===== src/design/sha_pkg.sv =====
// shared types and constants of the sha-256 stream hasher
package sha_pkg;

   localparam int unsigned BlockBytes = 64;
   localparam int unsigned LenBytes   = 8;

   typedef logic [31:0] word_type;

   // one queued block command from front to back
   typedef struct packed {
      logic [511:0] block;
      logic         final_block;
   } blk_cmd_type;

   typedef enum logic [1:0] {
      BK_IDLE,
      BK_ROUND,
      BK_ADD,
      BK_EMIT
   } back_state_type;

   function automatic word_type rotr(word_type v, int unsigned n);
      rotr = (v >> n) | (v << (32 - n));
   endfunction

   function automatic word_type round_k(logic [5:0] idx);
      case (idx)
         6'd0:  round_k = 32'h428A2F98; 6'd1:  round_k = 32'h71374491;
         6'd2:  round_k = 32'hB5C0FBCF; 6'd3:  round_k = 32'hE9B5DBA5;
         6'd4:  round_k = 32'h3956C25B; 6'd5:  round_k = 32'h59F111F1;
         6'd6:  round_k = 32'h923F82A4; 6'd7:  round_k = 32'hAB1C5ED5;
         6'd8:  round_k = 32'hD807AA98; 6'd9:  round_k = 32'h12835B01;
         6'd10: round_k = 32'h243185BE; 6'd11: round_k = 32'h550C7DC3;
         6'd12: round_k = 32'h72BE5D74; 6'd13: round_k = 32'h80DEB1FE;
         6'd14: round_k = 32'h9BDC06A7; 6'd15: round_k = 32'hC19BF174;
         6'd16: round_k = 32'hE49B69C1; 6'd17: round_k = 32'hEFBE4786;
         6'd18: round_k = 32'h0FC19DC6; 6'd19: round_k = 32'h240CA1CC;
         6'd20: round_k = 32'h2DE92C6F; 6'd21: round_k = 32'h4A7484AA;
         6'd22: round_k = 32'h5CB0A9DC; 6'd23: round_k = 32'h76F988DA;
         6'd24: round_k = 32'h983E5152; 6'd25: round_k = 32'hA831C66D;
         6'd26: round_k = 32'hB00327C8; 6'd27: round_k = 32'hBF597FC7;
         6'd28: round_k = 32'hC6E00BF3; 6'd29: round_k = 32'hD5A79147;
         6'd30: round_k = 32'h06CA6351; 6'd31: round_k = 32'h14292967;
         6'd32: round_k = 32'h27B70A85; 6'd33: round_k = 32'h2E1B2138;
         6'd34: round_k = 32'h4D2C6DFC; 6'd35: round_k = 32'h53380D13;
         6'd36: round_k = 32'h650A7354; 6'd37: round_k = 32'h766A0ABB;
         6'd38: round_k = 32'h81C2C92E; 6'd39: round_k = 32'h92722C85;
         6'd40: round_k = 32'hA2BFE8A1; 6'd41: round_k = 32'hA81A664B;
         6'd42: round_k = 32'hC24B8B70; 6'd43: round_k = 32'hC76C51A3;
         6'd44: round_k = 32'hD192E819; 6'd45: round_k = 32'hD6990624;
         6'd46: round_k = 32'hF40E3585; 6'd47: round_k = 32'h106AA070;
         6'd48: round_k = 32'h19A4C116; 6'd49: round_k = 32'h1E376C08;
         6'd50: round_k = 32'h2748774C; 6'd51: round_k = 32'h34B0BCB5;
         6'd52: round_k = 32'h391C0CB3; 6'd53: round_k = 32'h4ED8AA4A;
         6'd54: round_k = 32'h5B9CCA4F; 6'd55: round_k = 32'h682E6FF3;
         6'd56: round_k = 32'h748F82EE; 6'd57: round_k = 32'h78A5636F;
         6'd58: round_k = 32'h84C87814; 6'd59: round_k = 32'h8CC70208;
         6'd60: round_k = 32'h90BEFFFA; 6'd61: round_k = 32'hA4506CEB;
         6'd62: round_k = 32'hBEF9A3F7; 6'd63: round_k = 32'hC67178F2;
         default: round_k = 32'h0;
      endcase
   endfunction

   function automatic word_type init_h(logic [2:0] idx);
      case (idx)
         3'd0: init_h = 32'h6A09E667; 3'd1: init_h = 32'hBB67AE85;
         3'd2: init_h = 32'h3C6EF372; 3'd3: init_h = 32'hA54FF53A;
         3'd4: init_h = 32'h510E527F; 3'd5: init_h = 32'h9B05688C;
         3'd6: init_h = 32'h1F83D9AB; 3'd7: init_h = 32'h5BE0CD19;
         default: init_h = 32'h0;
      endcase
   endfunction

endpackage


===== src/design/sha_fifo.sv =====
// two-entry queue of block commands between front and back
module sha_fifo
   import sha_pkg::*;
(
   input  logic        clock,
   input  logic        reset,
   input  logic        in_valid,
   output logic        in_ready,
   input  blk_cmd_type in_data,
   output logic        out_valid,
   input  logic        out_ready,
   output blk_cmd_type out_data
);

   blk_cmd_type slot_ff [2];
   logic        wr_ff, rd_ff;
   logic [1:0]  cnt_ff;

   assign in_ready  = cnt_ff != 2'd2;
   assign out_valid = cnt_ff != 2'd0;
   assign out_data  = slot_ff[rd_ff];

   always_ff @(posedge clock) begin
      if (reset) begin
         wr_ff  <= 1'b0;
         rd_ff  <= 1'b0;
         cnt_ff <= 2'd0;
      end else begin
         if (in_valid && in_ready) wr_ff <= !wr_ff;
         if (out_valid && out_ready) rd_ff <= !rd_ff;
         cnt_ff <= cnt_ff + 2'(in_valid && in_ready) - 2'(out_valid && out_ready);
      end
      if (in_valid && in_ready) slot_ff[wr_ff] <= in_data;
   end

   assert property (@(posedge clock) disable iff (reset) cnt_ff != 2'd3)
      else $error("queue count out of range");
   assert property (@(posedge clock) disable iff (reset)
      (cnt_ff == 2'd0) |-> (wr_ff == rd_ff))
      else $error("empty queue with unequal pointers");
   assert property (@(posedge clock) disable iff (reset)
      (cnt_ff == 2'd2) |-> (wr_ff == rd_ff))
      else $error("full queue with unequal pointers");

endmodule


===== config.mk =====
export PLATFORM = sky130hd
export DESIGN_NAME = sha_fifo
export DESIGN_NICKNAME = d
export VERILOG_FILES = /design/src/design/sha_pkg.sv /design/src/design/sha_fifo.sv
export SDC_FILE = /design/constraint.sdc
export NUM_CORES = 1
export LEC_CHECK = 0
export ABC_AREA = 0
export BUFFER_PORTS_ARGS = -buffer_cell sky130_fd_sc_hd__buf_2
export CAP_MARGIN = 20
export CORE_MARGIN = 1
export CORE_UTILIZATION = 25
export CTS_CLUSTER_DIAMETER = 30
export DETAILED_ROUTE_END_ITERATION = 10
export PLACE_DENSITY = 0.48
export SLEW_MARGIN = 10
export SYNTH_ARGS = -nofsm -noshare
export SYNTH_HDL_FRONTEND = slang
export SYNTH_SLANG_ARGS = --single-unit

===== constraint.sdc =====
create_clock -name clock -period 45.1 [get_ports clock]
set_input_delay 9.02 -clock clock [delete_from_list [all_inputs] [get_ports clock]]
set_output_delay 9.02 -clock clock [all_outputs]
set_load 0.01 [all_outputs]

Word level (Yosys, flattened, before mapping)
Memories as Yosys holds them, arrays and structs flattened. A register that Yosys moved wholly into a read port is not among the register bits.
Index checks and enable logic that the tools add are counted.

word-level totals
  memories kept = 1
  ROM bits = 0
  output and inout bits = 515
  bits in writable memories = 1026
  flip-flop bits (word level) = 4
  logic and storage cells = 16
  latch bits = 0

operators by class
  $add $sub $neg = 2
  equal/unequal tests = 1
  bitwise logic cells = 0
  multipliers = 0
  shift operators = 0
  mux-type cells = 4
  div/mod/pow operators = 0
  order comparisons = 0
  reductions and logical operators = 5

memory list
  memory   depth  width  read ports  clocked after Yosys merged registers in  write ports  RTL line        text
  slot_ff  2      513    1           1                                        1            sha_fifo.sv:15  blk_cmd_type slot_ff [2];

operators with widths
  kind                                         number
  1-bit 2-to-1 mux                             4
  2-bit by 1-bit adder with 2-bit output       1
  1-bit logical AND                            2
  1-bit zero test                              2
  2-bit != test, second input constant         1
  2-bit nonzero test                           1
  2-bit by 1-bit subtractor with 2-bit output  1

Longest topological paths before layout
  word-level depth = 4
  gate-level depth with buffers = 6
  gate-level depth less buffers = 6

Worst setup path before layout
Ideal clock, no wire load.

  path type = input to register
  start = input port in_valid
  end = memory slot_ff[1][0] (netlist bit) (enable)
  stages = 1
  data arrival time = 20.692 ns
  data required time = 44.152 ns
  slack = 23.460 ns
  path buffers = 0
  path through = and3_1

between the ends
  word-level cells in the longest chain between the ends = 3

ends and longest elaborated chain
  what                                    RTL line        text
  from (decl)                             sha_fifo.sv:7   input logic in_valid,
  1-bit logical AND                       sha_fifo.sv:33  if (in_valid && in_ready) slot_ff[wr_ff] <= in_data;
  1-bit 2-to-1 mux                        sha_fifo.sv:33
  1-bit 2-to-1 mux (not written as such)  sha_fifo.sv:33
  to (decl)                               sha_fifo.sv:15

No other way between the ends.

==> impl_metrics.env <==
export IMPL_outcome="completed"
export IMPL_avgSynthCellArea_um2=24.2
export IMPL_cts_setup_buffers=0
export IMPL_ant_nets=0
export IMPL_clk_pin_slew_ps=40
export IMPL_synthTopCellsByCount="edfxtp_1, mux2_4, mux2_2, buf_8, buf_6"
export IMPL_hp_class="reg -> reg"
export IMPL_finalNetCount=3376
export IMPL_fp_row_count=145
export IMPL_synth_edff_count=1026
export IMPL_core_mm2=0.156
export IMPL_die_h_um=399
export IMPL_worst_pin_slew_ps=1010
export IMPL_register_area_mm2=0.0309
export IMPL_p_leak_nw=21.4
export IMPL_netlist_instances=1625
export IMPL_clock_path_buffers=3
export IMPL_ctsResizeCount=0
export IMPL_dp_cells=4683
export IMPL_drive_gt1_share_pct=63.9
export IMPL_grt_pass1_vias=21100
export IMPL_synth_area_mm2=0.0393
export IMPL_drv_slew=0
export IMPL_dp_hpwl_um=78000
export IMPL_cts_tree="done"
export IMPL_nFillCells=14900
export IMPL_ir_drop_v=0.0000442
export IMPL_multi_input_area_mm2=0.00770
export IMPL_synth_seq_cells=1031
export IMPL_finalClockSkew_ps=66.5
export IMPL_initial_core_util_pct=25.2
export IMPL_routedWlPerCell_um=21.4
export IMPL_synth_cell_types=25
export IMPL_drv_cap=0
export IMPL_port_buffers=1031
export IMPL_final_hold_viol_count=0
export IMPL_cts_buffers=231
export IMPL_cts_root_buf="clkbuf_16"
export IMPL_max_clock_freq_mhz=68.7
export IMPL_die_x_um=399
export IMPL_dr_pass1_iters=5
export IMPL_arrival_ps=5540
export IMPL_timing_rr_end="slot_ff[0][261]"
export IMPL_syn_to_final_growth_pct=39.6
export IMPL_yosysWarnings=0
export IMPL_grt_usage_pct=13.1
export IMPL_dieArea_mm2=0.159
export IMPL_yosys_top_cells_area="edfxtp_1, mux2_4, mux2_2"
export IMPL_crit_reg2reg_launch="cnt_ff[0]"
export IMPL_hold_buffers=0
export IMPL_crit_end="out_data[450]"
export IMPL_via_per_inst=3.99
export IMPL_synth_top_cell_area_share_pct=78.3
export IMPL_period_share_pct=32.3
export IMPL_htree_levels=4
export IMPL_worst_r2r_path_depth=8
export IMPL_synth_yosys_seq_area_share_pct=78.6
export IMPL_synth_ff_type="edfxtp_1"
export IMPL_instances_no_fill=5135
export IMPL_drcViolationCount=0
export IMPL_min_from="rd_ff"
export IMPL_finalSetupViolCount=0
export IMPL_cts_sinks=1031
export IMPL_grt_start_max_net_pins=114
export IMPL_powerDensity_mw_per_mm2=64.5
export IMPL_syn_nets=2143
export IMPL_maxSlewHeadroom_pct=32.6
export IMPL_tns_ps=0
export IMPL_drt_first_iter_violations=911
export IMPL_place_congestion=0.766
export IMPL_wl_um=110000
export IMPL_grt_pass1_wl_um=148000
export IMPL_critical_path_class="reg -> out"
export IMPL_yosysTopAreaCell="edfxtp_1"
export IMPL_worstPathRequired_ps=36080
export IMPL_grt_ovfl_total=0
export IMPL_rsz0062_at_grt="false"
export IMPL_cp_max_fo=50
export IMPL_crit_path_end_kind="output pin"
export IMPL_async_flop_share_pct=0
export IMPL_r2r_slack_ps=39020
export IMPL_ios=1032
export IMPL_worstSetupStartpointType="flip-flop"
export IMPL_worstSkewPairLatency_ps=790
export IMPL_synth_most_common_cell="edfxtp_1"
export IMPL_finalCriticalPeriod_ps=14560
export IMPL_vias=20500
export IMPL_antenna_found_initial=62
[worst min path at each step]
stage	endpoint	slack, ps	cells past startpoint
2_1_floorplan	flip-flop	470	2
4_1_cts	rd_ff	510	2
3_5_place_dp	rd_ff	490	2
5_1_grt	rd_ff	570	2
3_3_place_gp	rd_ff	490	2
6_report	rd_ff	500	2
[power by group]
part           switching, W  internal, W  total (W)
sequential        0.0000255      0.00117    0.00119
combinational      0.000322     0.000284   0.000606
clock              0.000539      0.00120    0.00174
[cells by family (layout without fill, tap and decap cells)]
family | count (synthesis) | in the layout | share of synthesized area [%]
DFF | 1031 | 1031 | 78.6
muxes | 513 | 513 | 19.2
buffers and inverters | 58 | 1494 | 1.87
and+or+nand+nor | 15 | 15 | 0.219
AOI/OAI and AO/OA | 6 | 6 | 0.111
adders and majority gates | 1 | 1 | 0.0318
xor gates and xnor gates | 1 | 1 | 0.0223
other | 0 | 16 | 0
[flip-flops by register name (all words and copies together) (netlist names), named ones only]
signal	cells
wr_ff	1
slot_ff	1026
cnt_ff	2
rd_ff	1
[area by class of cell]
type / instances / area share [%]
Clock inverter: 182 / 4.37
Multi-Input combinational cell: 536 / 14.0
Tap cell: 2058 / 4.69
Antenna cell: 16 / 0.0729
Timing Repair Buffer: 1057 / 9.75
Inverter: 1 / 0.0205
Sequential cell: 1031 / 56.3
Clock buffer: 254 / 10.8
[through the flow]
step / power (W) / hold WS [ps] / instance area [um^2] / setup WS (ps) / utilization (%)
3_5_place_dp: 0.00183 / 491 / 46600 / 30340 / 29.8
3_3_place_gp: 0.00183 / 486 / 46600 / 30230 / 29.8
4_1_cts: 0.00359 / 506 / 54900 / 30330 / 35.1
6_report: 0.00354 / 498 / 54900 / 30540 / 35.1
2_1_floorplan: 0.00165 / 472 / 39300 / 23460 / -
5_1_grt: 0.00367 / 569 / 54900 / 30200 / 35.1
[worst max-delay path, cell delays in order (launching register included)]
cell and delay [ps]:
dfxtp_4 810, buf_4 850, buf_4 770, buf_4 830, buf_4 790, mux2_4 350, buf_2 150
[metal layers]
layer / vias to the layer above / part of all wire, % / global-route usage (%)
met1: 10200 / 39 / 14.7
met4: 76 / 2.2 / 4.65
met3: 247 / 9.2 / 5.98
li1: 9129 / - / -
met5: - / 0.47 / 0
met2: 847 / 50 / 21.9
[placed cells by master, fill, tap and decap left out, drive strengths merged, types with 4 or more instances in the layout]
| cell type | n |
|---|---|
| buf | 1057 |
| edfxtp | 1026 |
| mux2 | 513 |
| clkbuf | 254 |
| clkinv | 98 |
| bufinv | 46 |
| clkinvlp | 31 |
| diode | 16 |
| inv | 8 |
| dfxtp | 5 |
| nor2 | 4 |
No activity file was read; power rests on OpenSTA's default activity.
