### config.mk
export PLATFORM = sky130hd
export DESIGN_NAME = sha_back_flat
export DESIGN_NICKNAME = d
export VERILOG_FILES = /design/src/design/sha_pkg.sv /design/src/design/sha_if.sv /design/src/design/sha_back.sv /design/src/flat_wrapper.sv
export SDC_FILE = /design/constraint.sdc
export NUM_CORES = 2
export LEC_CHECK = 0
export ABC_AREA = 1
export BUFFER_PORTS_ARGS = -buffer_cell sky130_fd_sc_hd__buf_2
export CAP_MARGIN = 20
export CORE_MARGIN = 1.5
export CORE_UTILIZATION = 36
export DETAILED_ROUTE_END_ITERATION = 16
export PLACE_DENSITY = 0.56
export SLEW_MARGIN = 10
export SYNTH_ARGS = -nofsm -noshare
export SYNTH_HDL_FRONTEND = slang
export SYNTH_SLANG_ARGS = --single-unit
### constraint.sdc
create_clock -name clock -period 21 [get_ports clock]
set_clock_uncertainty 0.05 [all_clocks]
set_input_delay 1.05 -clock clock [delete_from_list [all_inputs] [get_ports clock]]
set_output_delay 1.05 -clock clock [all_outputs]
set_load 0.02 [all_outputs]
### src/design/sha_pkg.sv
// shared types and constants of the sha-256 stream hasher
package sha_pkg;

   localparam int unsigned BlockBytes = 64;
   localparam int unsigned LenBytes   = 8;

   typedef logic [31:0] word_type;

   // one queued block command from front to back
   typedef struct packed {
      logic [511:0] block;
      logic         final_block;
   } blk_cmd_type;

   typedef enum logic [1:0] {
      BK_IDLE,
      BK_ROUND,
      BK_ADD,
      BK_EMIT
   } back_state_type;

   function automatic word_type rotr(word_type v, int unsigned n);
      rotr = (v >> n) | (v << (32 - n));
   endfunction

   function automatic word_type round_k(logic [5:0] idx);
      case (idx)
         6'd0:  round_k = 32'h428A2F98; 6'd1:  round_k = 32'h71374491;
         6'd2:  round_k = 32'hB5C0FBCF; 6'd3:  round_k = 32'hE9B5DBA5;
         6'd4:  round_k = 32'h3956C25B; 6'd5:  round_k = 32'h59F111F1;
         6'd6:  round_k = 32'h923F82A4; 6'd7:  round_k = 32'hAB1C5ED5;
         6'd8:  round_k = 32'hD807AA98; 6'd9:  round_k = 32'h12835B01;
         6'd10: round_k = 32'h243185BE; 6'd11: round_k = 32'h550C7DC3;
         6'd12: round_k = 32'h72BE5D74; 6'd13: round_k = 32'h80DEB1FE;
         6'd14: round_k = 32'h9BDC06A7; 6'd15: round_k = 32'hC19BF174;
         6'd16: round_k = 32'hE49B69C1; 6'd17: round_k = 32'hEFBE4786;
         6'd18: round_k = 32'h0FC19DC6; 6'd19: round_k = 32'h240CA1CC;
         6'd20: round_k = 32'h2DE92C6F; 6'd21: round_k = 32'h4A7484AA;
         6'd22: round_k = 32'h5CB0A9DC; 6'd23: round_k = 32'h76F988DA;
         6'd24: round_k = 32'h983E5152; 6'd25: round_k = 32'hA831C66D;
         6'd26: round_k = 32'hB00327C8; 6'd27: round_k = 32'hBF597FC7;
         6'd28: round_k = 32'hC6E00BF3; 6'd29: round_k = 32'hD5A79147;
         6'd30: round_k = 32'h06CA6351; 6'd31: round_k = 32'h14292967;
         6'd32: round_k = 32'h27B70A85; 6'd33: round_k = 32'h2E1B2138;
         6'd34: round_k = 32'h4D2C6DFC; 6'd35: round_k = 32'h53380D13;
         6'd36: round_k = 32'h650A7354; 6'd37: round_k = 32'h766A0ABB;
         6'd38: round_k = 32'h81C2C92E; 6'd39: round_k = 32'h92722C85;
         6'd40: round_k = 32'hA2BFE8A1; 6'd41: round_k = 32'hA81A664B;
         6'd42: round_k = 32'hC24B8B70; 6'd43: round_k = 32'hC76C51A3;
         6'd44: round_k = 32'hD192E819; 6'd45: round_k = 32'hD6990624;
         6'd46: round_k = 32'hF40E3585; 6'd47: round_k = 32'h106AA070;
         6'd48: round_k = 32'h19A4C116; 6'd49: round_k = 32'h1E376C08;
         6'd50: round_k = 32'h2748774C; 6'd51: round_k = 32'h34B0BCB5;
         6'd52: round_k = 32'h391C0CB3; 6'd53: round_k = 32'h4ED8AA4A;
         6'd54: round_k = 32'h5B9CCA4F; 6'd55: round_k = 32'h682E6FF3;
         6'd56: round_k = 32'h748F82EE; 6'd57: round_k = 32'h78A5636F;
         6'd58: round_k = 32'h84C87814; 6'd59: round_k = 32'h8CC70208;
         6'd60: round_k = 32'h90BEFFFA; 6'd61: round_k = 32'hA4506CEB;
         6'd62: round_k = 32'hBEF9A3F7; 6'd63: round_k = 32'hC67178F2;
         default: round_k = 32'h0;
      endcase
   endfunction

   function automatic word_type init_h(logic [2:0] idx);
      case (idx)
         3'd0: init_h = 32'h6A09E667; 3'd1: init_h = 32'hBB67AE85;
         3'd2: init_h = 32'h3C6EF372; 3'd3: init_h = 32'hA54FF53A;
         3'd4: init_h = 32'h510E527F; 3'd5: init_h = 32'h9B05688C;
         3'd6: init_h = 32'h1F83D9AB; 3'd7: init_h = 32'h5BE0CD19;
         default: init_h = 32'h0;
      endcase
   endfunction

endpackage

### src/design/sha_if.sv


interface sha_rsp_if (input logic clock);
   logic        valid;
   logic        ready;
   logic [31:0] digest_word;
   logic [2:0]  word_index;
   logic        last_word;
   modport source (output valid, digest_word, word_index, last_word, input ready);
   modport sink (input valid, digest_word, word_index, last_word, output ready);
endinterface

### src/design/sha_back.sv
// back end: 64-round compression, one round a cycle, and digest output
module sha_back
   import sha_pkg::*;
(
   input  logic        clock,
   input  logic        reset,
   input  logic        cmd_valid,
   output logic        cmd_ready,
   input  blk_cmd_type cmd,
   sha_rsp_if.source   rsp
);

   back_state_type state_ff, state_in;
   word_type       h_ff [8];
   word_type       v_ff [8];
   word_type       w_ff [16];
   logic [5:0]     rnd_ff;
   logic [2:0]     idx_ff;
   logic           fin_ff;

   word_type wt, s0, s1, t1, t2, x15, x2;
   logic round_last, emit_last, take;

   assign take       = state_ff == BK_IDLE && cmd_valid;
   assign round_last = rnd_ff == 6'd63;
   assign emit_last  = idx_ff == 3'd7 && rsp.ready;

   // next state
   always_comb begin
      state_in = state_ff;
      case (state_ff)
         BK_IDLE:  if (cmd_valid) state_in = BK_ROUND;
         BK_ROUND: if (round_last) state_in = BK_ADD;
         BK_ADD:   state_in = fin_ff ? BK_EMIT : BK_IDLE;
         BK_EMIT:  if (emit_last) state_in = BK_IDLE;
         default:  state_in = BK_IDLE;
      endcase
   end

   // outputs
   always_comb begin
      cmd_ready       = state_ff == BK_IDLE;
      rsp.valid       = state_ff == BK_EMIT;
      rsp.digest_word = h_ff[idx_ff];
      rsp.word_index  = idx_ff;
      rsp.last_word   = idx_ff == 3'd7;
   end

   // schedule word and round function
   always_comb begin
      x15 = w_ff[1];
      x2  = w_ff[14];
      s0  = rotr(x15, 7) ^ rotr(x15, 18) ^ (x15 >> 3);
      s1  = rotr(x2, 17) ^ rotr(x2, 19) ^ (x2 >> 10);
      wt  = w_ff[0];
      t1  = v_ff[7] + (rotr(v_ff[4], 6) ^ rotr(v_ff[4], 11) ^ rotr(v_ff[4], 25))
            + ((v_ff[4] & v_ff[5]) ^ (~v_ff[4] & v_ff[6])) + round_k(rnd_ff) + wt;
      t2  = (rotr(v_ff[0], 2) ^ rotr(v_ff[0], 13) ^ rotr(v_ff[0], 22))
            + ((v_ff[0] & v_ff[1]) ^ (v_ff[0] & v_ff[2]) ^ (v_ff[1] & v_ff[2]));
   end

   always_ff @(posedge clock) begin
      if (reset) begin
         state_ff <= BK_IDLE;
         idx_ff   <= 3'd0;
         for (int i = 0; i < 8; i++) h_ff[i] <= init_h(3'(i));
      end else begin
         state_ff <= state_in;
         if (state_ff == BK_ADD) begin
            for (int i = 0; i < 8; i++) h_ff[i] <= h_ff[i] + v_ff[i];
         end
         if (state_ff == BK_EMIT && rsp.ready) begin
            idx_ff <= idx_ff + 3'd1;
            if (emit_last) begin
               for (int i = 0; i < 8; i++) h_ff[i] <= init_h(3'(i));
            end
         end
      end
      if (take) begin
         for (int i = 0; i < 16; i++) w_ff[i] <= cmd.block[511 - 32 * i -: 32];
         for (int i = 0; i < 8; i++) v_ff[i] <= h_ff[i];
         fin_ff <= cmd.final_block;
         rnd_ff <= 6'd0;
      end else if (state_ff == BK_ROUND) begin
         // window shifts one word a round
         for (int i = 0; i < 15; i++) w_ff[i] <= w_ff[i + 1];
         w_ff[15] <= w_ff[0] + s0 + w_ff[9] + s1;
         v_ff[7] <= v_ff[6]; v_ff[6] <= v_ff[5]; v_ff[5] <= v_ff[4];
         v_ff[4] <= v_ff[3] + t1;
         v_ff[3] <= v_ff[2]; v_ff[2] <= v_ff[1]; v_ff[1] <= v_ff[0];
         v_ff[0] <= t1 + t2;
         rnd_ff <= rnd_ff + 6'd1;
      end
   end

   assert property (@(posedge clock) disable iff (reset)
      state_ff == BK_ROUND && round_last |=> state_ff == BK_ADD)
      else $error("compression did not end after 64 rounds");
   assert property (@(posedge clock) disable iff (reset)
      state_ff != BK_EMIT |-> idx_ff == 3'd0)
      else $error("word index not reset outside output");
   assert property (@(posedge clock) disable iff (reset)
      rsp.valid && !rsp.ready |=> rsp.valid && $stable(idx_ff))
      else $error("stalled digest word moved");

endmodule
### src/flat_wrapper.sv
// flat-port wrapper written by rule: the top's interface ports become plain ports
module sha_back_flat import sha_pkg::*;
  (clock, reset, cmd_valid, cmd_ready, cmd, rsp_valid, rsp_digest_word, rsp_word_index, rsp_last_word, rsp_ready);
  sha_rsp_if rsp_i (.clock(clock));
  input  logic clock;
  input  logic reset;
  input  logic cmd_valid;
  output logic cmd_ready;
  input  blk_cmd_type cmd;
  output wire logic [$bits(rsp_i.valid)-1:0] rsp_valid;
  output wire logic [$bits(rsp_i.digest_word)-1:0] rsp_digest_word;
  output wire logic [$bits(rsp_i.word_index)-1:0] rsp_word_index;
  output wire logic [$bits(rsp_i.last_word)-1:0] rsp_last_word;
  input wire logic [$bits(rsp_i.ready)-1:0] rsp_ready;
  assign rsp_valid = rsp_i.valid;
  assign rsp_digest_word = rsp_i.digest_word;
  assign rsp_word_index = rsp_i.word_index;
  assign rsp_last_word = rsp_i.last_word;
  assign rsp_i.ready = rsp_ready;
  sha_back u_core (.clock(clock), .reset(reset), .cmd_valid(cmd_valid), .cmd_ready(cmd_ready), .cmd(cmd), .rsp(rsp_i));
endmodule
### Yosys cells after proc, flatten, opt, wreduce, memory -nomap -nowiden

Memory sizes are Yosys's and may differ from the RTL's. A register that Yosys moved wholly into a read port is not among the register bits.
Cells that the tools add are included.

* flip-flop bits (word level): 12
* latch bits: 0
* memory bits (writable): 1024
* bits in read-only memories: 2048
* input port bits: 517
* word-level logic and storage cells: 203
* memories: 4

* add/subtract/negate cells: 20
* $mul: 0
* div/mod/pow operators: 0
* $lt $le $gt $ge: 0
* equal/unequal tests: 8
* shifts and indexed selects: 0
* mux-type cells: 95
* bitwise operators: 67
* reductions and logical operators: 5

Memories
* (name not given): words 64, bits a word 32, rd ports 1, clocked after memory_dff 1, write ports 0, line sha_pkg.sv:27 `case (idx)`
* u_core.w_ff: words 16, bits a word 32, rd ports 16, clocked after memory_dff 0, write ports 16, line sha_back.sv:16 `word_type w_ff [16];`
* u_core.h_ff: words 8, bits a word 32, rd ports 9, clocked after memory_dff 1, write ports 8, line sha_back.sv:14 `word_type h_ff [8];`
* u_core.v_ff: words 8, bits a word 32, rd ports 8, clocked after memory_dff 0, write ports 8, line sha_back.sv:15 `word_type v_ff [8];`

Operators with widths (number)
* $mux 32: 72
* $add 32x32->32: 18
* $xor 32x32->32: 9
* $and 32x32->32: 5
* $or 1x1->1: 40
* $not 32->32: 1
* $or 10x32->32: 1
* $or 13x32->32: 1
* $or 14x32->32: 1
* $or 15x32->32: 1
* $or 19x32->32: 1
* $or 21x32->32: 1
* $or 25x32->32: 1
* $or 26x32->32: 1
* $or 30x32->32: 1
* $or 7x32->32: 1
* $xor 32x22->32: 1
* $xor 32x29->32: 1
* $mux 1: 14
* $mux 6: 2
* $mux 2: 4
* $pmux 2 s4: 1
* $add 6x1->6 const B: 1
* $eq 6x6->1 const B: 1
* 10 further kinds: 15

### Longest topological paths before layout

* depth after elaboration: 9
* mapped depth: 34

### Least setup slack after synthesis

Ideal clock, no wire load.

* kind: input-to-reg
* start point: input cmd_valid
* end point: memory u_core.v_ff[0][0] (netlist bit) (enable)
* setup time: 5.317 ns
* data arrival time: 14.354 ns
* setup slack: 1.280 ns
* stages: 5
* buffers on the path: 3
* cell sequence: nand2_1 buf_2 clkbuf_1 clkbuf_1 nand2_1

RTL lines
* start, declared: line flat_wrapper.sv:7 `input logic cmd_valid;`
* end, declared: line sha_back.sv:15

==> flow_summary_export.csv <==
group,metric,value,unit
outcome,status,"complete, no violations",
timing,fin_crit,7780,ps
timing,hold_viol_final,0,
worst_setup_path,required,21480,ps
clocking,cts.repair.resized,0,
finish,final_cell_count_no_fill,13300,
clocking,clkLatencyLatePin,840,ps
worst_setup_path,cp_max_fo,7,
finish,fin_area,86900,sq um
timing,finalSetupViolCount,0,
finish,multi_input_area,40600,sq um
worst_setup_path,r2r_cells,27,
placed_design,port_buffers,554,
placed_design,dp_slack,13390,ps
logic_synthesis,syn_area,76600,sq um
grt,gr-usage-met2,0.597,
min_path,worstHoldStart,"cmd[0]",
logic_synthesis,yosysTopAreaCell,"edfxtp_1",
worst_setup_path,r2r_slack,13220,ps
placed_design,placed_area,82200,sq um
clocking,post-cts-setup-buffer-count,0,
placed_design,place_inst,13000,
worst_setup_path,path_class,"reg2reg",
grt,track_usage,0.351,
grt,grt.overflow.total,0,
finish,regArea,30400,sq um
logic_synthesis,synth.top_cell.area_share,0.352,
logic_synthesis,synth_seq_cells,1071,
routing,drc_errors,0,
min_path,hold_depth,1,
floorplan,ioPinCount,555,
logic_synthesis,synth.distinct_cells,55,
finish,num-nets-final,11400,
worst_setup_path,crit_path_start_kind,"register",
logic_synthesis,netlist_top_cells_area,"edfxtp_1, nand2_1, ha_1, o21ai_0, inv_1",
placed_design,place_congestion,1.05,
timing,post-route-period-util,0.371,
timing,worst_slew_pin_slew,1240,ps
finish,fillers,22000,
finish,drive_gt1_frac,0.0872,
finish,mostFrequentLayoutCells,"nand2_1, inv_1, edfxtp_1",
logic_synthesis,yosys_warnings,0,
timing,fin_ws,13220,ps
grt,grt_pass1_vias,71000,
worst_setup_path,r2r-end,"u_core.v_ff[0][25]",
floorplan,core,212000,sq um
clocking,cts-root-buf,"clkbuf_16",
routing,drt_iter0_drc,8371,
min_path,hp-class,"in2reg",
timing,fmax,128,MHz
logic_synthesis,ys_seq_area_frac,0.397,
floorplan,dieArea,215000,sq um
timing,max-slew-margin-rel,0.163,
clocking,cts_inserted_buffers,135,
clocking,clock_path_buffers,3,
grt,grt_first_pass_wirelength,538,mm
floorplan,start_util,0.362,
grt,grt_max_degree,183,
routing,wl_per_cell,29.3,um
timing,rsz0062_at_grt,"no",
worst_setup_path,r2r_start,"u_core.v_ff[0][140]",
clocking,cts_max_level,4,
timing,finalMaxSlewViolations,0,
grt,use_met1,0.416,
clocking,cts_tree,"yes",
grt,use_met3,0.0571,
floorplan,die_y,464,um
clocking,path_clk_slew,60,ps
timing,fin_setup_tns,0,ps
grt,grt_busiest_layer,"met2",
floorplan,num_rows,169,
logic_synthesis,avgSynthCellArea,7.72,sq um
finish,areaGrowthSynthToFinish,13.5,%
routing,route.vias.total,73900,
placed_design,dp.final_hpwl,315,mm
worst_setup_path,endpoint_kind,"register",
routing,antenna_left,0,
flow_run,maxCapViolCount,0,
clocking,holdBufCountCts,0,
min_path,whs_endpoint,"u_core.fin_ff",
clocking,cts_sinks,1071,
grt,antenna_found_initial,60,
routing,firstDrtPassIters,9,
worst_setup_path,crit_arrival,8260,ps
logic_synthesis,synthCells,9914,
routing,viasPerCell,5.57,
routing,drt_wl_total,389,mm
floorplan,die_x,464,um
logic_synthesis,synth_nets,11000,
finish,final_common_cell,"nand2_1",
## cells in the mapped netlist, drive strengths merged
cell type and number:
o211ai 58, o2bb2ai 1, clkbuf 319, a22oi 1, nor2 609, nor4 18, dfxtp 174, a31oi 71
xnor2 153, and3 7, a211oi 9, edfxtp 897, o211a 1, o221ai 15, or2 26, fa 195
nand3 368, ha 391, a21o 57, buf 54, o22ai 16, o32ai 1, xor2 181, o2111ai 1
a21boi 44, o21ai 883, nand2b 1, clkinv 2, nor3b 1, o221a 4, nand3b 22, a31o 5
maj3 13, a221oi 3, inv 1096, nor3 81, o311ai 6, o21bai 50, nand4 90, o21a 45
nand2 3196, o31ai 9, a21oi 739, a32oi 1
## worst max-delay path by stage
stage / startpoint / end / slack (ps) / cells after the start
2_1_floorplan: cmd_valid / u_core.v_ff[0][0] / 1280 / 5
3_3_place_gp: u_core.v_ff[0][140] / u_core.v_ff[0][25] / 13310 / 24
3_5_place_dp: u_core.v_ff[0][140] / u_core.v_ff[0][31] / 13390 / 26
4_1_cts: u_core.v_ff[0][140] / u_core.v_ff[0][31] / 13310 / 26
5_1_grt: u_core.v_ff[0][148] / u_core.v_ff[0][31] / 13010 / 31
6_report: u_core.v_ff[0][140] / u_core.v_ff[0][25] / 13220 / 27
## metal layers
metal	share of wire	up-vias
met5	0.00089	-
met2	0.48	3658
li1	-	33700
met3	0.070	856
met1	0.38	35600
met4	0.072	50
## through the flow
stage,utilization,hold slack (ps)
floorplan,-,413
global placement,0.388,443
detailed placement,0.388,444
CTS,0.410,279
global route,0.410,309
finish,0.411,328
## logic make-up (layout without fill, tap and decap cells)
logic type	count (synthesis)	in the layout	synth area share
compound gates	2020	2020	0.144
xor+xnor	334	334	0.0383
fa+ha+maj	599	599	0.117
buf+inv	1471	1988	0.0729
flops	1071	1071	0.397
other cells	0	32	0
simple gates	4419	4419	0.230
## layout make-up
type	count	share of cell area
sequential	1071	0.350
timing repair buffer	645	0.0403
tap	2821	0.0406
antenna	32	0.000921
clock buffer	176	0.0423
clock inverter	69	0.0110
multi-input combinational	7372	0.467
inverter	1098	0.0475
## sequential cells by signal (all words and copies together) (netlist names), named ones only
signal,count
u_core.state_ff,2
u_core.v_ff,256
u_core.fin_ff,1
u_core.h_ff,256
u_core.w_ff,512
u_core.rnd_ff,6
u_core.rsp.word_index,3
## worst max-delay path: stages (launching register included)
cell and delay [ps]:
edfxtp_1 600, xnor2_1 410, xor2_1 230, fa_1 580, inv_1 60, fa_1 480, inv_1 50, fa_1 470
inv_1 40, ha_1 370, nand2_1 130, nor2_1 260, inv_1 90, nor3_1 470, nand3_1 320, nand3_1 190
xor2_1 500, fa_1 520, ha_1 430, nand2_1 170, inv_1 100, nand3_1 130, nor2_1 190, nand4_1 200
nand3_1 230, nand2_1 70, nand2_1 60, o22ai_1 70
Power is left out: the tool's default activity adds up to more than one toggle a clock period on the data nets, which glitch-free logic cannot reach.
