[src/design/sha_pkg.sv]
// shared types and constants of the sha-256 stream hasher
package sha_pkg;

   localparam int unsigned BlockBytes = 64;
   localparam int unsigned LenBytes   = 8;

   typedef logic [31:0] word_type;

   // one queued block command from front to back
   typedef struct packed {
      logic [511:0] block;
      logic         final_block;
   } blk_cmd_type;

   typedef enum logic [1:0] {
      BK_IDLE,
      BK_ROUND,
      BK_ADD,
      BK_EMIT
   } back_state_type;

   function automatic word_type rotr(word_type v, int unsigned n);
      rotr = (v >> n) | (v << (32 - n));
   endfunction

   function automatic word_type round_k(logic [5:0] idx);
      case (idx)
         6'd0:  round_k = 32'h428A2F98; 6'd1:  round_k = 32'h71374491;
         6'd2:  round_k = 32'hB5C0FBCF; 6'd3:  round_k = 32'hE9B5DBA5;
         6'd4:  round_k = 32'h3956C25B; 6'd5:  round_k = 32'h59F111F1;
         6'd6:  round_k = 32'h923F82A4; 6'd7:  round_k = 32'hAB1C5ED5;
         6'd8:  round_k = 32'hD807AA98; 6'd9:  round_k = 32'h12835B01;
         6'd10: round_k = 32'h243185BE; 6'd11: round_k = 32'h550C7DC3;
         6'd12: round_k = 32'h72BE5D74; 6'd13: round_k = 32'h80DEB1FE;
         6'd14: round_k = 32'h9BDC06A7; 6'd15: round_k = 32'hC19BF174;
         6'd16: round_k = 32'hE49B69C1; 6'd17: round_k = 32'hEFBE4786;
         6'd18: round_k = 32'h0FC19DC6; 6'd19: round_k = 32'h240CA1CC;
         6'd20: round_k = 32'h2DE92C6F; 6'd21: round_k = 32'h4A7484AA;
         6'd22: round_k = 32'h5CB0A9DC; 6'd23: round_k = 32'h76F988DA;
         6'd24: round_k = 32'h983E5152; 6'd25: round_k = 32'hA831C66D;
         6'd26: round_k = 32'hB00327C8; 6'd27: round_k = 32'hBF597FC7;
         6'd28: round_k = 32'hC6E00BF3; 6'd29: round_k = 32'hD5A79147;
         6'd30: round_k = 32'h06CA6351; 6'd31: round_k = 32'h14292967;
         6'd32: round_k = 32'h27B70A85; 6'd33: round_k = 32'h2E1B2138;
         6'd34: round_k = 32'h4D2C6DFC; 6'd35: round_k = 32'h53380D13;
         6'd36: round_k = 32'h650A7354; 6'd37: round_k = 32'h766A0ABB;
         6'd38: round_k = 32'h81C2C92E; 6'd39: round_k = 32'h92722C85;
         6'd40: round_k = 32'hA2BFE8A1; 6'd41: round_k = 32'hA81A664B;
         6'd42: round_k = 32'hC24B8B70; 6'd43: round_k = 32'hC76C51A3;
         6'd44: round_k = 32'hD192E819; 6'd45: round_k = 32'hD6990624;
         6'd46: round_k = 32'hF40E3585; 6'd47: round_k = 32'h106AA070;
         6'd48: round_k = 32'h19A4C116; 6'd49: round_k = 32'h1E376C08;
         6'd50: round_k = 32'h2748774C; 6'd51: round_k = 32'h34B0BCB5;
         6'd52: round_k = 32'h391C0CB3; 6'd53: round_k = 32'h4ED8AA4A;
         6'd54: round_k = 32'h5B9CCA4F; 6'd55: round_k = 32'h682E6FF3;
         6'd56: round_k = 32'h748F82EE; 6'd57: round_k = 32'h78A5636F;
         6'd58: round_k = 32'h84C87814; 6'd59: round_k = 32'h8CC70208;
         6'd60: round_k = 32'h90BEFFFA; 6'd61: round_k = 32'hA4506CEB;
         6'd62: round_k = 32'hBEF9A3F7; 6'd63: round_k = 32'hC67178F2;
         default: round_k = 32'h0;
      endcase
   endfunction

   function automatic word_type init_h(logic [2:0] idx);
      case (idx)
         3'd0: init_h = 32'h6A09E667; 3'd1: init_h = 32'hBB67AE85;
         3'd2: init_h = 32'h3C6EF372; 3'd3: init_h = 32'hA54FF53A;
         3'd4: init_h = 32'h510E527F; 3'd5: init_h = 32'h9B05688C;
         3'd6: init_h = 32'h1F83D9AB; 3'd7: init_h = 32'h5BE0CD19;
         default: init_h = 32'h0;
      endcase
   endfunction

endpackage

[src/design/sha_if.sv]
// valid/ready channel interfaces of the hasher
interface sha_req_if (input logic clock);
   logic       valid;
   logic       ready;
   logic [7:0] data_byte;
   logic       has_byte;
   logic       end_of_message;
   modport source (output valid, data_byte, has_byte, end_of_message, input ready);
   modport sink (input valid, data_byte, has_byte, end_of_message, output ready);
endinterface


[src/design/sha_front.sv]
// front end: collects bytes, pads and issues block commands
module sha_front
   import sha_pkg::*;
(
   input  logic        clock,
   input  logic        reset,
   sha_req_if.sink     req,
   output logic        cmd_valid,
   input  logic        cmd_ready,
   output blk_cmd_type cmd
);

   logic [511:0] blk_ff, blk_in;
   logic [5:0]   fill_ff, fill_in;
   logic [60:0]  total_ff, total_in;
   // second block pending: length block after an overflowing pad or a full last block
   logic         pend_ff, pend_in;
   logic [63:0]  bits_ff, bits_in;
   logic         out_v_ff, out_v_in;
   blk_cmd_type  out_ff, out_in;

   logic [60:0]  tot_b;
   logic [5:0]   pad_pos;
   logic [511:0] padded;
   logic [63:0]  bitlen;
   logic         slot_free;
   logic         acc;

   assign slot_free = !out_v_ff || cmd_ready;
   assign req.ready = slot_free && !pend_ff;
   assign acc       = req.valid && req.ready;
   assign cmd_valid = out_v_ff;
   assign cmd       = out_ff;

   always_comb begin
      blk_in   = blk_ff;
      fill_in  = fill_ff;
      total_in = total_ff;
      pend_in  = pend_ff;
      bits_in  = bits_ff;
      out_v_in = out_v_ff && !cmd_ready;
      out_in   = out_ff;
      tot_b    = total_ff + 61'(req.has_byte);
      bitlen   = {tot_b, 3'b000};
      pad_pos  = fill_ff;
      padded   = blk_ff;
      if (pend_ff && slot_free) begin
         // length-only closing block
         out_v_in = 1'b1;
         out_in.block = {448'd0, bits_ff};
         out_in.final_block = 1'b1;
         pend_in = 1'b0;
      end else if (acc) begin
         total_in = tot_b;
         if (req.has_byte) begin
            padded[511 - 8 * fill_ff -: 8] = req.data_byte;
            pad_pos = fill_ff + 6'd1;
         end
         if (req.has_byte && fill_ff == 6'd63) begin
            // full block of data
            out_v_in = 1'b1;
            out_in.block = padded;
            out_in.final_block = 1'b0;
            fill_in = 6'd0;
            blk_in = padded;
            if (req.end_of_message) begin
               pend_in = 1'b1;
               bits_in = bitlen;
               out_in.final_block = 1'b0;
            end
         end else if (req.end_of_message) begin
            // 0x80 then zeros after the last byte
            for (int i = 0; i < 64; i++) begin
               if (6'(i) == pad_pos) padded[511 - 8 * i -: 8] = 8'h80;
               else if (6'(i) > pad_pos) padded[511 - 8 * i -: 8] = 8'h00;
            end
            out_v_in = 1'b1;
            out_in.block = padded;
            if (pad_pos >= 6'(BlockBytes - LenBytes)) begin
               out_in.final_block = 1'b0;
               pend_in = 1'b1;
               bits_in = bitlen;
            end else begin
               out_in.block[63:0] = bitlen;
               out_in.final_block = 1'b1;
            end
            fill_in = 6'd0;
            total_in = 61'd0;
         end else begin
            blk_in = padded;
            fill_in = pad_pos;
         end
         if (req.end_of_message) total_in = 61'd0;
      end
   end

   // length block after a full data block starts with 0x80
   logic [511:0] pend_blk;
   assign pend_blk = {8'h80, 440'd0, bits_ff};
   logic pend_mark_ff, pend_mark_in;
   always_comb begin
      pend_mark_in = pend_mark_ff;
      if (acc && req.end_of_message) begin
         pend_mark_in = req.has_byte && fill_ff == 6'd63;
      end
   end

   always_ff @(posedge clock) begin
      if (reset) begin
         fill_ff      <= 6'd0;
         total_ff     <= 61'd0;
         pend_ff      <= 1'b0;
         out_v_ff     <= 1'b0;
         pend_mark_ff <= 1'b0;
      end else begin
         fill_ff      <= fill_in;
         total_ff     <= total_in;
         pend_ff      <= pend_in;
         out_v_ff     <= out_v_in;
         pend_mark_ff <= pend_mark_in;
      end
      blk_ff  <= blk_in;
      bits_ff <= bits_in;
      if (pend_ff && slot_free && pend_mark_ff) out_ff <= '{block: pend_blk, final_block: 1'b1};
      else out_ff <= out_in;
   end

   // a pending closing block blocks new transactions
   assert property (@(posedge clock) disable iff (reset) pend_ff |-> !req.ready)
      else $error("front accepted while a closing block was pending");
   assert property (@(posedge clock) disable iff (reset)
      out_v_ff && !cmd_ready |=> out_v_ff && $stable(out_ff))
      else $error("stalled block command changed");
   assert property (@(posedge clock) disable iff (reset)
      acc && req.end_of_message |=> fill_ff == 6'd0 && total_ff == 61'd0)
      else $error("message state not cleared at end");

endmodule

[src/flat_wrapper.sv]
// flat-port wrapper written by rule: the top's interface ports become plain ports
module sha_front_flat import sha_pkg::*;
  (clock, reset, cmd_valid, cmd_ready, cmd, req_valid, req_data_byte, req_has_byte, req_end_of_message, req_ready);
  sha_req_if req_i (.clock(clock));
  input  logic clock;
  input  logic reset;
  output logic cmd_valid;
  input  logic cmd_ready;
  output blk_cmd_type cmd;
  input wire logic [$bits(req_i.valid)-1:0] req_valid;
  input wire logic [$bits(req_i.data_byte)-1:0] req_data_byte;
  input wire logic [$bits(req_i.has_byte)-1:0] req_has_byte;
  input wire logic [$bits(req_i.end_of_message)-1:0] req_end_of_message;
  output wire logic [$bits(req_i.ready)-1:0] req_ready;
  assign req_i.valid = req_valid;
  assign req_i.data_byte = req_data_byte;
  assign req_i.has_byte = req_has_byte;
  assign req_i.end_of_message = req_end_of_message;
  assign req_ready = req_i.ready;
  sha_front u_core (.clock(clock), .reset(reset), .req(req_i), .cmd_valid(cmd_valid), .cmd_ready(cmd_ready), .cmd(cmd));
endmodule
[config.mk]
export PLATFORM = sky130hd
export DESIGN_NAME = sha_front_flat
export DESIGN_NICKNAME = d
export VERILOG_FILES = /design/src/design/sha_pkg.sv /design/src/design/sha_if.sv /design/src/design/sha_front.sv /design/src/flat_wrapper.sv
export SDC_FILE = /design/constraint.sdc
export NUM_CORES = 2
export LEC_CHECK = 0
export BUFFER_PORTS_ARGS = -buffer_cell sky130_fd_sc_hd__buf_2
export CAP_MARGIN = 10
export CORE_MARGIN = 2
export CORE_UTILIZATION = 55
export DETAILED_ROUTE_END_ITERATION = 10
export PLACE_DENSITY = 0.76
export SKIP_LAST_GASP = 1
export SYNTH_ARGS = -nofsm -noshare
export SYNTH_HDL_FRONTEND = slang
export SYNTH_SLANG_ARGS = --single-unit
[constraint.sdc]
create_clock -name clock -period 35.2 [get_ports clock]
set_input_delay 1.76 -clock clock [delete_from_list [all_inputs] [get_ports clock]]
set_output_delay 1.76 -clock clock [all_outputs]
set_load 0.01 [all_outputs]
[Word level (Yosys, flattened, before mapping)]
Index checks and enable logic that the tools add are counted.
Cells by class
  $add $sub $neg: 4
  $lt $le $gt $ge: 65
  equality and inequality tests: 65
  shift-type cells: 2
  muxes and demuxes: 157
  bitwise logic cells: 1
  reductions and logical operators: 27
Operator list (number)
  two-way mux 513 bit: 4
  two-way mux 512 bit: 3
  two-way mux 8 bit: 128
  variable shift 8 x 34 -> 519 bit (first input constant): 1
  indexed part select 8 x 34 -> 519 bit: 1
  bitwise mux 512 bit: 1
  two-way mux 64 bit: 5
  == test 6 bit (first input constant): 32
  > comparator 6 bit (first input constant): 32
  == test 5 x 6 -> 1 bit (first input constant): 16
  > comparator 5 x 6 -> 1 bit (first input constant): 16
  two-way mux 65 bit: 1
  adder 61 x 1 -> 61 bit: 1
  two-way mux 61 bit: 1
  == test 4 x 6 -> 1 bit (first input constant): 8
  > comparator 4 x 6 -> 1 bit (first input constant): 8
  negator 32 -> 34 bit: 1
  two-way mux 6 bit: 5
  == test 3 x 6 -> 1 bit (first input constant): 4
  > comparator 3 x 6 -> 1 bit (first input constant): 4
  == test 2 x 6 -> 1 bit (first input constant): 2
  > comparator 1 x 6 -> 1 bit (first input constant): 2
  > comparator 2 x 6 -> 1 bit (first input constant): 2
  subtractor 9 x 9 -> 10 bit (first input constant): 1
  other kinds (18): 42
Storage, ports and cells
  bits in registers: 1159
  input port bits: 14
  output and inout bits: 515
  logic and storage cells: 332

[Longest topological paths before layout]
  depth after elaboration: 15
  depth in mapped cells: 13
  mapped depth without buffers: 8

[Worst setup path before layout]
Ideal clock, no wire load.
  path type: input to register
  start point: input port req_has_byte
  end point: register u_core.blk_ff[0], enable pin
  setup time: 1562 ps
  data arrival time: 27396 ps
  required time: 33638 ps
  slack: 6243 ps
  cell stages on the path: 7
  buffers on the path: 5
  cells stage by stage: buf_2 > buf_2 > nand3_1 > buf_2 > buf_2 > clkbuf_1 > a21oi_1
Between the ends
  word-level cells in the longest chain between the ends: 3
Ends and longest elaborated chain
  start, declared: line flat_wrapper.sv:12  | input wire logic [$bits(req_i.has_byte)-1:0] req_has_byte;
  logical AND 1 bit: line sha_front.sv:59  | if (req.has_byte && fill_ff == 6'd63) begin
  != test 2 x 1 -> 1 bit (no line)
  AND reduction 3 bit (no line)
  end signal, assigned: line sha_front.sv:122  | blk_ff <= blk_in;
  end, declared: line sha_front.sv:13  | logic [511:0] blk_ff, blk_in;
Every way passes these cells.
A chain may end at the register's enable or synchronous reset.

[Final worst setup path]
  start point: input port req_end_of_message
  end point: register u_core.out_ff (netlist bit u_core.cmd[59]), enable pin
Between the ends
  word-level cells in the longest chain between the ends: 2
Ends and longest elaborated chain
  start, declared: line flat_wrapper.sv:13  | input wire logic [$bits(req_i.end_of_message)-1:0] req_end_of_message;
  nonzero test 4 bit (no line)
  AND reduction 2 bit (no line)
  end signal, assigned: line sha_front.sv:124  | if (pend_ff && slot_free && pend_mark_ff) out_ff <= '{block: pend_blk, final_block: 1'b1};
  end signal, assigned: line sha_front.sv:125  | else out_ff <= out_in;
  end, declared: line sha_front.sv:20  | blk_cmd_type out_ff, out_in;
Every way passes these cells.

==> results.ini <==
[outcome]
status=finished clean

[logic_synthesis]
synth_nets=3987
synth_top_cell_by_area=edfxtp_1
syn-instance-count=3965
synth_edf_count=637
synth_top_area_frac=0.3986
synth.area.top_cells=edfxtp_1 (40%), dfxtp_1 (22%), mux2_2 (6.8%), a32o_1 (4.9%), nand2_1 (3.2%)
synth-seq-cells=1156
async_reset_ff_frac=0
avgSynthCellArea_um2=12.10
yosysSeqAreaShare=0.6151
ys.flop_type=edfxtp_1
synth_warnings=0
netlist-cell-type-count=94
synth_area_um2=47990

[global_route]
first_global_vias=35050
track_usage=0.3467
grt_pass1_wl_um=232100
grt_overflow=0
antenna_found_initial=7
grt_max_degree=215

[cells_and_area]
final_common_cell=edfxtp_1
area_growth_pct=15.18
final_cells=5660
nNetsFinal=4426
fill_cells=6649
drive_gt1_frac=0.2525
utilization=0.6381
final_cell_mix=edfxtp_1 (637), buf_2 (528), dfxtp_1 (518), nand2_1 (403), mux2_2 (289)

[sta]
min_period_over_period=0.1474
worst_pin_slew_ps=1346
fin_skew_ps=42.37
rsz0062_at_grt=no
slew_viol_final=0
period_needed_ps=5189
fin_ws_ps=30010
fmax_mhz=192.7
setup-tns-final_ps=0
max_slew_margin=0.09918
setup_viol=0
hold_viol_final=0

[routing]
wl_met2_um=73460
wl_met3_um=17620
drt_wl_total_um=161000
top_layer=met4
drc_errors=0
via_per_inst=6.517
postRouteAntennaNets=0
first_iter_violations=5059
met1_length_um=60540
avgRoutedWirePerCell_um=28.44
dr.pass1.iters=9
vias=36880

[floorplan]
ioPinCount=529
std_cell_rows=108
initial_core_util=0.5540
die_h_um=299.4
die_area_um2=89630
dieWidth_um=299.4
coreArea_um2=86620

[hold_path]
hold_path_class=reg2reg

[placed_design]
port_buffers=528
placed_cells=5445
dpl_worst_slack_ps=29300
dpl.hpwl_um=111700
gp_congestion=0.9747

[clocking]
cts_tree=done
post_cts_buffers=0
clock_latency_ps=720
clk_pin_slew_ps=60
cts_max_level=3
cts_hold_buf=0
cts_resized=0
cts-root-buf=clkbuf_16
numCtsBuffers=112
cts.path.max_buffers=3
cts_num_sinks=1156

[critical_path]
start_kind=primary input
required_ps=35540
crit_fanout=192
critPathMaxStageDelay_ps=760
crit_path_top_delay_cell=buf_4
cpMostUsedCell=buf_4
crit_buf_inv=6
critPathCaptureType=register
crit_path_cell_trace=buf_2, inv_1, a21oi_4, buf_4, nor2_4, buf_12, inv_2, buf_4
cp.arrival_ps=5530
critPathKind=in2reg
path_delay_family=buffers and inverters

[power_and_ir_drop]
power.leakage_nw=19.22
p_per_area_nw_per_um2=50.56
vdd_drop_max_v=0.00003885

[flow_run]
cap_violations=0

## cell type report
class	count	area (µm²)	area share
antenna	2	5.005	0.00009055
clock buffer	163	3197	0.05784
clock inverter	50	515.5	0.009326
inverter	91	341.6	0.006180
multi-input combinational	2462	17160	0.3104
sequential	1156	29520	0.5341
tap	1155	1445	0.02615
timing repair buffer	581	3094	0.05598
## cells in the mapped netlist (10+ instances only)
cell,number
nor2_1,194
nor3_1,35
nor4_1,17
xnor2_1,31
a32o_1,237
clkbuf_1,176
nor3_2,14
nor2b_1,27
o21a_1,10
nand2b_1,18
a21oi_1,110
nor2_2,12
a221o_1,25
and4_1,17
buf_2,61
and3_1,39
o21ai_1,68
o21ai_0,272
edfxtp_1,637
a22oi_1,27
nand3_1,105
dfxtp_1,519
mux2i_1,75
mux2_2,289
a31oi_1,22
nand2_1,403
o31ai_1,26
xor2_1,29
and2_1,22
inv_1,88
buf_1,14
a22o_1,118
nand4_1,52
a21boi_0,10
## per-stage QoR
step	hold slack [ps]	power (mW)	area, µm²
2_1_floorplan	436.5	1.573	47990
3_3_place_gp	437.1	1.600	51540
3_5_place_dp	439.6	1.602	51560
4_1_cts	447.4	2.791	55270
5_1_grt	469.2	2.856	55270
6_report	445.7	2.794	55270
## flip-flops by register name, summed over array words and instances (netlist names)
| register | flops |
|---|---|
| u_core.cmd | 513 |
| u_core.blk_ff | 512 |
| u_core.bits_ff | 61 |
| u_core.total_ff | 61 |
| u_core.fill_ff | 6 |
| u_core.cmd_valid | 1 |
| u_core.pend_ff | 1 |
| u_core.pend_mark_ff | 1 |
## cell families (layout without fill, tap and decap cells)
kind of cell,count (synthesis),count (layout),synth area share
flip-flops,1156,1156,0.6151
AO/OA/AOI/OAI,1010,1010,0.1548
other,0,2,0
multiplexers,365,365,0.08369
AND/OR/NAND/NOR,1016,1016,0.1032
XOR/XNOR,63,63,0.01197
adder cells (fa/ha/maj),8,8,0.002086
buffers and inverters,347,885,0.02912
## metal layers
metal	GRT usage	vias to the layer above
met5	0	-
met4	0.1905	0
met3	0.08139	422
met2	0.5368	2306
met1	0.4523	18180
li1	-	15970
## worst paths after layout
kind | start | end | slack, ps | depth (start not counted)
hold / removal | u_core.cmd[139] | u_core.cmd[139] | 450 | 2
hold reg to reg | u_core.cmd[139] | u_core.cmd[139] | 450 | 2
setup reg to reg | u_core.fill_ff[0] | u_core.cmd[59] | 30370 | 10
setup / recovery | req_end_of_message | u_core.cmd[59] | 30010 | 8
## power breakdown
group	total (mW)	internal [mW]	leakage [nW]	switching (mW)
registers	1.45	1.44	8.69	0.0125
logic	0.123	0.0298	8.73	0.0931
clock network	1.22	0.685	1.80	0.532
total	2.79	2.16	19.2	0.638
## worst register-to-register path: cells and delay by family, from the launching register on
family | cells | cell delay (ps)
buffers and inverters | 6 | 3290
adder cells (fa/ha/maj) | 1 | 420
flip-flops | 1 | 330
AO/OA/AOI/OAI | 1 | 240
AND/OR/NAND/NOR | 2 | 150
Power figures use the tool's default switching activity.
